--- src/kssl_pkg.sv ---
`default_nettype none
// ----------------------------------------------------------------------------
// kssl_pkg - shared definitions for the keyed surface slot table
// Request and result layouts, slot record, operation codes and the
// command/status bundles between controller and datapath.
// ----------------------------------------------------------------------------
package kssl_pkg;

  localparam int SLOTS = 16;
  localparam int IDXW  = (SLOTS > 1) ? $clog2(SLOTS) : 1;
  localparam int CNTW  = $clog2(SLOTS + 1);

  // operation kinds
  localparam logic [2:0] KIND_ALLOC = 3'd0;
  localparam logic [2:0] KIND_FREE  = 3'd1;
  localparam logic [2:0] KIND_FIND  = 3'd2;
  localparam logic [2:0] KIND_READ  = 3'd3;
  localparam logic [2:0] KIND_SETB  = 3'd4;
  localparam logic [2:0] KIND_SETV  = 3'd5;

  // slot index source for the execute step
  localparam logic [1:0] SEL_HIT  = 2'd0;
  localparam logic [1:0] SEL_FREE = 2'd1;
  localparam logic [1:0] SEL_PICK = 2'd2;

  typedef struct packed {
    logic        [2:0]  kind;
    logic        [31:0] surface_key;
    logic signed [15:0] pos_x;
    logic signed [15:0] pos_y;
    logic signed [15:0] size_w;
    logic signed [15:0] size_h;
    logic        [15:0] depth_rank;
    logic        [31:0] handle_tag;
    logic        [3:0]  slot_pick;
    logic               show;
  } item_t;

  typedef struct packed {
    logic               ok;
    logic        [3:0]  slot_hit;
    logic        [4:0]  live_total;
    logic               rec_active;
    logic        [31:0] rec_key;
    logic signed [15:0] rec_x;
    logic signed [15:0] rec_y;
    logic signed [15:0] rec_w;
    logic signed [15:0] rec_h;
    logic        [15:0] rec_depth;
    logic        [1:0]  rec_status;
    logic        [31:0] rec_handle;
  } result_t;

  typedef struct packed {
    logic               live;
    logic        [31:0] key;
    logic signed [15:0] left;
    logic signed [15:0] top;
    logic signed [15:0] width;
    logic signed [15:0] height;
    logic        [15:0] depth;
    logic               shown;
    logic               dirty;
    logic        [31:0] handle;
  } slot_rec_t;

  typedef struct packed {
    logic       load;
    logic       match;
    logic       exec;
    logic       wr;
    logic       claim;
    logic       ok;
    logic       rec_en;
    logic [1:0] sel;
  } ctrl_cmd_t;

  typedef struct packed {
    logic [2:0] kind;
    logic       hit;
    logic       room;
    logic       pick_ok;
  } dp_status_t;

endpackage
`default_nettype wire

--- src/kssl_dpath.sv ---
`default_nettype none
// ----------------------------------------------------------------------------
// kssl_dpath - slot storage, key match and record update
// Holds the request, the slot records and the live count; matches the key
// against all slots, reads one record and writes changes back to it.
// ----------------------------------------------------------------------------
module kssl_dpath (
  input  wire logic                clk,
  input  wire logic                rst,
  input  wire kssl_pkg::item_t     item,
  input  wire kssl_pkg::ctrl_cmd_t cmd,
  output kssl_pkg::dp_status_t     status,
  output logic                     done,
  output kssl_pkg::result_t        result
);

  localparam int PW = kssl_pkg::IDXW + 4;
  localparam int CW = kssl_pkg::CNTW + 5;

  kssl_pkg::item_t     req;
  kssl_pkg::slot_rec_t slots [kssl_pkg::SLOTS];
  logic [kssl_pkg::CNTW-1:0] live_count;
  logic [kssl_pkg::CNTW-1:0] live_count_next;

  logic                      hit;
  logic [kssl_pkg::IDXW-1:0] hit_idx;
  logic                      room;
  logic [kssl_pkg::IDXW-1:0] free_idx;

  logic                      hit_c;
  logic [kssl_pkg::IDXW-1:0] hit_idx_c;
  logic                      room_c;
  logic [kssl_pkg::IDXW-1:0] free_idx_c;
  logic [kssl_pkg::SLOTS-1:0] live_vec;

  logic [PW-1:0]             pick_wide;
  logic [kssl_pkg::IDXW-1:0] idx;
  kssl_pkg::slot_rec_t       old_rec;
  kssl_pkg::slot_rec_t       new_rec;
  logic [PW-1:0]             idx_wide;
  logic [CW-1:0]             cnt_wide;
  kssl_pkg::result_t         result_next;

  always_ff @(posedge clk) begin
    if (cmd.load) begin
      req <= item;
    end
  end

  // parallel key compare, lowest match and lowest free slot
  always_comb begin
    hit_c      = 1'b0;
    hit_idx_c  = '0;
    room_c     = 1'b0;
    free_idx_c = '0;
    for (int i = kssl_pkg::SLOTS - 1; i >= 0; i--) begin
      live_vec[i] = slots[i].live;
      if (slots[i].live && (slots[i].key == req.surface_key)) begin
        hit_c     = 1'b1;
        hit_idx_c = kssl_pkg::IDXW'(i);
      end
      if (!slots[i].live) begin
        room_c     = 1'b1;
        free_idx_c = kssl_pkg::IDXW'(i);
      end
    end
  end

  always_ff @(posedge clk) begin
    if (cmd.match) begin
      hit      <= hit_c;
      hit_idx  <= hit_idx_c;
      room     <= room_c;
      free_idx <= free_idx_c;
    end
  end

  assign pick_wide = {{kssl_pkg::IDXW{1'b0}}, req.slot_pick};

  assign status.kind    = req.kind;
  assign status.hit     = hit;
  assign status.room    = room;
  assign status.pick_ok = (pick_wide < PW'(kssl_pkg::SLOTS));

  always_comb begin
    case (cmd.sel)
      kssl_pkg::SEL_HIT:  idx = hit_idx;
      kssl_pkg::SEL_FREE: idx = free_idx;
      kssl_pkg::SEL_PICK: idx = pick_wide[kssl_pkg::IDXW-1:0];
      default:            idx = hit_idx;
    endcase
  end

  assign old_rec = slots[idx];

  always_comb begin
    new_rec = old_rec;
    case (req.kind)
      kssl_pkg::KIND_ALLOC: begin
        if (cmd.claim) begin
          new_rec.live  = 1'b1;
          new_rec.key   = req.surface_key;
          new_rec.shown = 1'b1;
          new_rec.dirty = 1'b1;
        end
        new_rec.left   = req.pos_x;
        new_rec.top    = req.pos_y;
        new_rec.width  = req.size_w;
        new_rec.height = req.size_h;
        new_rec.depth  = req.depth_rank;
        new_rec.handle = req.handle_tag;
      end
      kssl_pkg::KIND_FREE: begin
        new_rec.live   = 1'b0;
        new_rec.key    = '0;
        new_rec.handle = '0;
      end
      kssl_pkg::KIND_SETB: begin
        new_rec.left   = req.pos_x;
        new_rec.top    = req.pos_y;
        new_rec.width  = req.size_w;
        new_rec.height = req.size_h;
        new_rec.dirty  = 1'b1;
      end
      kssl_pkg::KIND_SETV: begin
        new_rec.shown = req.show;
        new_rec.dirty = 1'b1;
      end
      default: begin
        new_rec = old_rec;
      end
    endcase
  end

  always_comb begin
    live_count_next = live_count;
    if (cmd.exec && cmd.wr) begin
      if (cmd.claim) begin
        live_count_next = live_count + 1'b1;
      end else if ((req.kind == kssl_pkg::KIND_FREE) && (live_count != '0)) begin
        live_count_next = live_count - 1'b1;
      end
    end
  end

  always_ff @(posedge clk) begin
    if (rst) begin
      for (int i = 0; i < kssl_pkg::SLOTS; i++) begin
        slots[i] <= '0;
      end
      live_count <= '0;
    end else begin
      if (cmd.exec && cmd.wr) begin
        slots[idx] <= new_rec;
      end
      live_count <= live_count_next;
    end
  end

  assign idx_wide = {4'b0, idx};
  assign cnt_wide = {5'b0, live_count_next};

  always_ff @(posedge clk) begin
    if (rst) begin
      done <= 1'b0;
    end else begin
      done <= cmd.exec;
    end
  end

  always_comb begin
    result_next            = '0;
    result_next.ok         = cmd.ok;
    result_next.live_total = cnt_wide[4:0];
    if (cmd.rec_en) begin
      result_next.slot_hit   = idx_wide[3:0];
      result_next.rec_active = new_rec.live;
      result_next.rec_key    = new_rec.key;
      result_next.rec_x      = new_rec.left;
      result_next.rec_y      = new_rec.top;
      result_next.rec_w      = new_rec.width;
      result_next.rec_h      = new_rec.height;
      result_next.rec_depth  = new_rec.depth;
      result_next.rec_status = {new_rec.dirty, new_rec.shown};
      result_next.rec_handle = new_rec.handle;
    end else if (cmd.sel == kssl_pkg::SEL_PICK) begin
      // out-of-range read still reports the requested slot number
      result_next.slot_hit = req.slot_pick;
    end
  end

  always_ff @(posedge clk) begin
    if (cmd.exec) begin
      result <= result_next;
    end
  end

  // live count tracks the number of active slots
  a_count_matches: assert property (@(posedge clk) disable iff (rst)
    $countones(live_vec) == int'(live_count))
    else $error("live count disagrees with active slots");

  a_count_bound: assert property (@(posedge clk) disable iff (rst)
    int'(live_count) <= kssl_pkg::SLOTS)
    else $error("live count above table size");

  a_claim_needs_room: assert property (@(posedge clk) disable iff (rst)
    cmd.exec && cmd.claim |-> room && !hit)
    else $error("claim without a free slot or with a present key");

  a_fail_no_record: assert property (@(posedge clk) disable iff (rst)
    done && !result.ok |-> (result.rec_key == '0) && (result.rec_handle == '0)
                           && !result.rec_active)
    else $error("failed request carries a record");

endmodule
`default_nettype wire

--- src/kssl_ctrl.sv ---
`default_nettype none
// ----------------------------------------------------------------------------
// kssl_ctrl - sequencer for the surface slot table
// Accepts a request, runs the match step, then decides the write-back
// and report from the match and slot-range status.
// ----------------------------------------------------------------------------
module kssl_ctrl (
  input  wire logic                 clk,
  input  wire logic                 rst,
  input  wire logic                 start,
  input  wire kssl_pkg::dp_status_t status,
  output logic                      busy,
  output kssl_pkg::ctrl_cmd_t       cmd
);

  localparam logic [1:0] S_IDLE  = 2'd0;
  localparam logic [1:0] S_MATCH = 2'd1;
  localparam logic [1:0] S_EXEC  = 2'd2;

  logic [1:0] state;
  logic [1:0] state_next;

  assign busy = (state != S_IDLE);

  always_comb begin
    case (state)
      S_IDLE:  state_next = start ? S_MATCH : S_IDLE;
      S_MATCH: state_next = S_EXEC;
      S_EXEC:  state_next = S_IDLE;
      default: state_next = S_IDLE;
    endcase
  end

  always_ff @(posedge clk) begin
    if (rst) begin
      state <= S_IDLE;
    end else begin
      state <= state_next;
    end
  end

  always_comb begin
    cmd       = '0;
    cmd.sel   = kssl_pkg::SEL_HIT;
    cmd.load  = start && !busy;
    cmd.match = (state == S_MATCH);
    if (state == S_EXEC) begin
      cmd.exec = 1'b1;
      case (status.kind)
        kssl_pkg::KIND_ALLOC: begin
          if (status.hit) begin
            cmd.ok = 1'b1; cmd.rec_en = 1'b1; cmd.wr = 1'b1;
          end else if (status.room) begin
            cmd.ok = 1'b1; cmd.rec_en = 1'b1; cmd.wr = 1'b1;
            cmd.claim = 1'b1;
            cmd.sel   = kssl_pkg::SEL_FREE;
          end
        end
        kssl_pkg::KIND_FREE, kssl_pkg::KIND_SETB, kssl_pkg::KIND_SETV: begin
          if (status.hit) begin
            cmd.ok = 1'b1; cmd.rec_en = 1'b1; cmd.wr = 1'b1;
          end
        end
        kssl_pkg::KIND_FIND: begin
          if (status.hit) begin
            cmd.ok = 1'b1; cmd.rec_en = 1'b1;
          end
        end
        kssl_pkg::KIND_READ: begin
          cmd.sel = kssl_pkg::SEL_PICK;
          if (status.pick_ok) begin
            cmd.ok = 1'b1; cmd.rec_en = 1'b1;
          end
        end
        default: begin
          cmd.ok = 1'b0;
        end
      endcase
    end
  end

  a_accept_to_match: assert property (@(posedge clk) disable iff (rst)
    start && !busy |=> state == S_MATCH)
    else $error("accepted request did not enter match");

  a_match_to_exec: assert property (@(posedge clk) disable iff (rst)
    state == S_MATCH |=> state == S_EXEC)
    else $error("match step not followed by execute");

  a_write_implies_ok: assert property (@(posedge clk) disable iff (rst)
    cmd.wr |-> cmd.exec && cmd.ok && cmd.rec_en)
    else $error("write-back on a failed request");

endmodule
`default_nettype wire

--- src/keyed_surface_slot_table.sv ---
`default_nettype none
// ----------------------------------------------------------------------------
// keyed_surface_slot_table - table of surface slots keyed by a 32-bit id
// Alloc/update, free, find, read by slot, set bounds and set visibility.
//
//   port          dir  role
//   start/item    in   request; taken when start is high and busy is low
//   busy          out  high while a request is being worked on
//   done/result   out  one result per request, valid for one cycle on done
//
// After the accepting edge a request runs through the busy states match,
// which checks the key against all slots in parallel, and execute, which
// reads the chosen record and, for a change, modifies and writes it back.
// The result shows on the cycle after execute, when a new request can be taken.
// Synchronous reset clears every slot and the live count at once.
// Results cannot be stalled.
// ----------------------------------------------------------------------------
module keyed_surface_slot_table (
  input  wire logic              clk,
  input  wire logic              rst,
  input  wire logic              start,
  input  wire kssl_pkg::item_t   item,
  output logic                   busy,
  output logic                   done,
  output kssl_pkg::result_t      result
);

  kssl_pkg::ctrl_cmd_t  cmd;
  kssl_pkg::dp_status_t status;

  kssl_ctrl u_ctrl (
    .clk    (clk),
    .rst    (rst),
    .start  (start),
    .status (status),
    .busy   (busy),
    .cmd    (cmd)
  );

  kssl_dpath u_dpath (
    .clk    (clk),
    .rst    (rst),
    .item   (item),
    .cmd    (cmd),
    .status (status),
    .done   (done),
    .result (result)
  );

endmodule
`default_nettype wire
--- config.mk ---
export PLATFORM = sky130hd
export DESIGN_NAME = keyed_surface_slot_table
export DESIGN_NICKNAME = d
export VERILOG_FILES = /design/src/kssl_pkg.sv /design/src/kssl_dpath.sv /design/src/kssl_ctrl.sv /design/src/keyed_surface_slot_table.sv
export SDC_FILE = /design/constraint.sdc
export NUM_CORES = 2
export LEC_CHECK = 0
export BUFFER_PORTS_ARGS = -buffer_cell sky130_fd_sc_hd__buf_2
export CAP_MARGIN = 30
export CORE_MARGIN = 4
export CORE_UTILIZATION = 62
export CTS_CLUSTER_SIZE = 25
export DETAILED_ROUTE_END_ITERATION = 10
export PLACE_DENSITY_LB_ADDON = 0.25
export SETUP_SLACK_MARGIN = 0.4
export SLEW_MARGIN = 5
export SYNTH_ARGS = -nofsm -noshare
export SYNTH_HDL_FRONTEND = slang
export SYNTH_SLANG_ARGS = --single-unit
--- constraint.sdc ---
create_clock -name clk -period 10.7 [get_ports clk]
set_input_delay 1.605 -clock clk [delete_from_list [all_inputs] [get_ports clk]]
set_output_delay 1.605 -clock clk [all_outputs]
set_load 0.01 [all_outputs]
==> impl_summary.md <==
Power
The maximum resistive drop on vdd is 153 uV. The leakage component of the power is 0.0452 uW. Dividing total power by cell area gives a power density of around 180 nW/um^2. The overall power is approximately 23000 uW.

Critical path
On the critical path, the stage with the largest delay is an instance of buf_4. The type of the worst setup path is flop to flop. Traced cell by cell, the critical path runs through nor3_2 > buf_4 > and2_4 > ha_1 > nand2_1 > o21ai_4 > buf_4 > buf_4 > buf_12 > mux4_2 > mux2i_1 > o22ai_1 > a21oi_4 > nor2_1. Across all register-to-register paths, the minimum setup slack is 3.32 ns. Data on the critical path is required at its endpoint by approximately 11 ns. The data arrival time of the worst path is 8.02 ns. The maximum single-stage delay on the critical path is between 0.8 and 0.9 ns.

The most numerous cell type found on the critical path is buf_4. The maximum net fanout on the critical path is roughly 120. The reg-to-reg endpoint is u_dpath.slots[14][140]. The endpoint of the most critical setup path is u_dpath.slots[14][140]. The length in cells of the worst reg-to-reg path is 14. STA classifies the critical path startpoint as a flop. STA classifies the critical path endpoint as a flop. The startpoint of the lowest-slack register-to-register path is u_dpath.status[4]. The timing startpoint of the critical path is u_dpath.status[4].

Clock tree
The longest clock path from root to sink contains 4 buffers. The number of cells upsized or downsized after cts is 0. The clock latency at the later pin of the worst-skew pair is between 0.9 and 1 ns.

The TritonCTS clock tree is yes. The number of clock sinks is 2679. The number of clock buffers added by TritonCTS is roughly 290.

After clock tree synthesis, the setup repair step added 0 buffers. The clock tree synthesis step divided the H-tree into 5 levels. Clock-pin slew was measured on the worst setup and hold paths at ~0.06 ns. The cell at the root of the clock tree is clkbuf_16. The number of hold buffers added after CTS is 0.

Placed design
Counting tap cells, the placed design contains a total of around 10000 instances. The count of buffers added on input and output ports is ~310. The final RePlAce weighted congestion is 1.03.

Summed over all nets, the half-perimeter wirelength after detailed placement is slightly below 200 mm.

Floorplan
From left edge to right edge, the die measures 445 um. During I/O placement, the number of pins put on the boundary was 314. After floorplanning, the core was sized to cover roughly 190000 sq um.

For this configuration, the core starts out at a cell density of 62.3%. The floorplan has 160 rows. From bottom edge to top edge, the die measures around 440 um.

The die covers 198000 sq um.

Synth
Synthesis handed over a netlist of 8086 instances. The part of the Yosys area used for sequential elements is around two thirds. The number of distinct library cells after synthesis is 48. In this run, synthesis produced a sequential element count of approximately 2700. A synthesized cell averages 14.6 sq um. During synthesis, Yosys emitted a total of 0 warnings. The number of nets in the synthesized netlist is 8245. In this run, synthesis inferred 2671 flip-flops with an integrated enable.

For this run, the leading register cell type out of synthesis is edfxtp_1. The post-synthesis cell area is approximately 120000 sq um. The share of flip-flops with an asynchronous set or reset is 0%.

GRT
For this run the aggregate overflow at the end of global routing stands at 0. The number of antenna violations at the first check in global routing is 4. Global routing consumed, over all layers together, a little over a third of the routing resources. The number of global-route vias before repair was roughly 74000. Global routing consumed, on the met1 layer, around 48% of the routing resources. The first-pass GRT wire length is 513 mm. Entering global routing, the biggest net connects 158 pins. The most used routing layer is met2. The fraction of met2 tracks used by global routing is between 50% and 60%. Global routing consumed, on the met3 layer, roughly 8.3% of the routing resources.

Detailed routing
Using the TritonRoute via totals, the vias-per-cell ratio works out to between 6 and 7. For this block, the via count after detailed routing is 73991. The detailed router's first-iteration violation count is ~12000. The average wire length per cell after detail routing is 32.8 um.

For this run, design rule violations remaining after detail routing come to 0. The first detailed-routing pass took 7 iterations. The remaining antenna violation count after routing is 0.

The final routed wirelength across all metal layers is approximately 360 mm.

Timing
For this run, the top clock speed supported by timing is around 140 MHz. The final setup violation count is 0. Adding up every negative setup slack in the final design gives 0 ns.

The count of final hold-check violations is 0. In this run the tightest slew margin relative to its limit is ~16%. At the pin with the least slew margin, the transition time is approximately 1.3 ns. For the finished layout, the period the worst path requires is around 7.4 ns. The max-slew violation total from the final report is 0.

On the final layout, the worst clock skew is approximately 0.053 ns. Setup repair after global routing left no endpoint under its margin. The final worst-path cycle share is between 60 and 70%.

Flow run
Max-cap violations in this run came to 0.

Worst hold path
The hold path depth is 2. The start point of the worst hold path is u_dpath.live_count[3]. The worst hold path class is flop to flop.

Finish
Of the cells placed in the final design, the portion with a size suffix greater than 1 is between 10% and 20%. The finished layout holds around 11000 standard cells, fillers aside. The top cell types in the final layout, fill and taps aside, are 2671 x edfxtp_1, 2502 x nor2_1, 588 x mux4_2. Leaving out fill and tap cells, the most frequent cell in the layout is edfxtp_1. Compared with the post-synthesis result, the final layout area differs by 10.4%. The net count of the finished layout is ~8300.

Run status
The run finished with clean final reports.
[cell usage after synthesis, types with 37 or more instances]
| cell type | n | share of area [%] |
|---|---|---|
| edfxtp_1 | 2671 | 68 |
| nor2_1 | 2507 | 8.0 |
| mux4_2 | 588 | 11 |
| clkbuf_1 | 401 | 1.3 |
| xnor2_1 | 323 | 2.4 |
| nand2_1 | 246 | 0.78 |
| buf_2 | 196 | 0.83 |
| mux2i_1 | 192 | 1.6 |
| xor2_1 | 186 | 1.4 |
| nand4_1 | 90 | 0.48 |
| o21ai_2 | 82 | 0.61 |
| a32oi_1 | 80 | 0.59 |
| buf_4 | 69 | 0.44 |
| o22ai_1 | 60 | 0.32 |
| nor4_1 | 59 | 0.31 |
| a21oi_2 | 38 | 0.28 |
| buf_1 | 37 | 0.12 |
[logic make-up after synthesis]
kind of cell               Yosys count  share of synthesized area [%]
and+or+nand+nor                   3024                           10.1
DFF                               2679                           67.9
muxes                              780                           12.8
buffers and inverters              733                           2.80
xor gates and xnor gates           509                           3.77
AOI/OAI and AO/OA                  357                           2.54
adders and majority gates            4                         0.0423
[stage by stage]
stage          hold slack (ns)  utilization, %  setup slack (ns)  instance area (sq um)
6_report                 0.739            68.7              3.32                 131000
5_1_grt                  0.757            68.7              3.22                 131000
4_1_cts                  0.730            68.6              2.75                 130000
3_5_place_dp             0.721            64.1              2.81                 122000
3_3_place_gp             0.712            64.0              2.88                 122000
2_1_floorplan            0.509               -              2.12                 118000
[flip-flops by register name (all words and copies together), names as in the netlist]
| signal | flops |
|---|---|
| u_dpath.slots | 2352 |
| u_dpath.result | 157 |
| u_dpath.req | 145 |
| u_dpath.live_count | 5 |
| u_dpath.free_idx | 4 |
| u_dpath.hit_idx | 4 |
| u_dpath.pick_wide | 4 |
| u_dpath.status | 3 |
| u_ctrl.state | 2 |
| u_dpath.done | 1 |
| u_dpath.hit | 1 |
| u_dpath.room | 1 |
[worst min path at each step]
stage | end | slack, ns
floorplan | u_dpath.done | 0.51
global placement | u_dpath.live_count[3] | 0.71
detailed placement | u_dpath.result[150] | 0.72
CTS | u_dpath.live_count[3] | 0.73
global route | u_dpath.slots[11][27] | 0.76
finish | u_dpath.live_count[3] | 0.74
[routing by layer]
layer / vias to the layer above / share of wire, %
li1: 29655 / -
met2: 6023 / 47
met4: 4 / 6.4
met5: - / 0.0087
met3: 950 / 13
met1: 37359 / 34
[report_power, final]
part / switching, uW / internal (uW)
combinational: 1210 / 521
clock: 3990 / 5410
sequential: 175 / 11900
total: 5370 / 17800
[cell type report]
class	count	area, sq um
clock inverter	124	1020
antenna	2	5.00
clock buffer	357	7590
multi-input combinational	4674	35000
tap	2511	3140
timing repair buffer	468	3350
sequential	2679	80400
inverter	21	86.3
fill	12526	59400
[worst max-delay path, delay by kind of cell, from the launching register on]
family,cells,cell delay [ns]
flip-flops,1,0.63
AO/OA/AOI/OAI,3,1.10
adder cells (fa/ha/maj),1,0.50
AND/OR/NAND/NOR,4,0.96
buffers and inverters,4,2.79
multiplexers,2,0.94
Note: power is estimated with default switching activity, not from simulation.
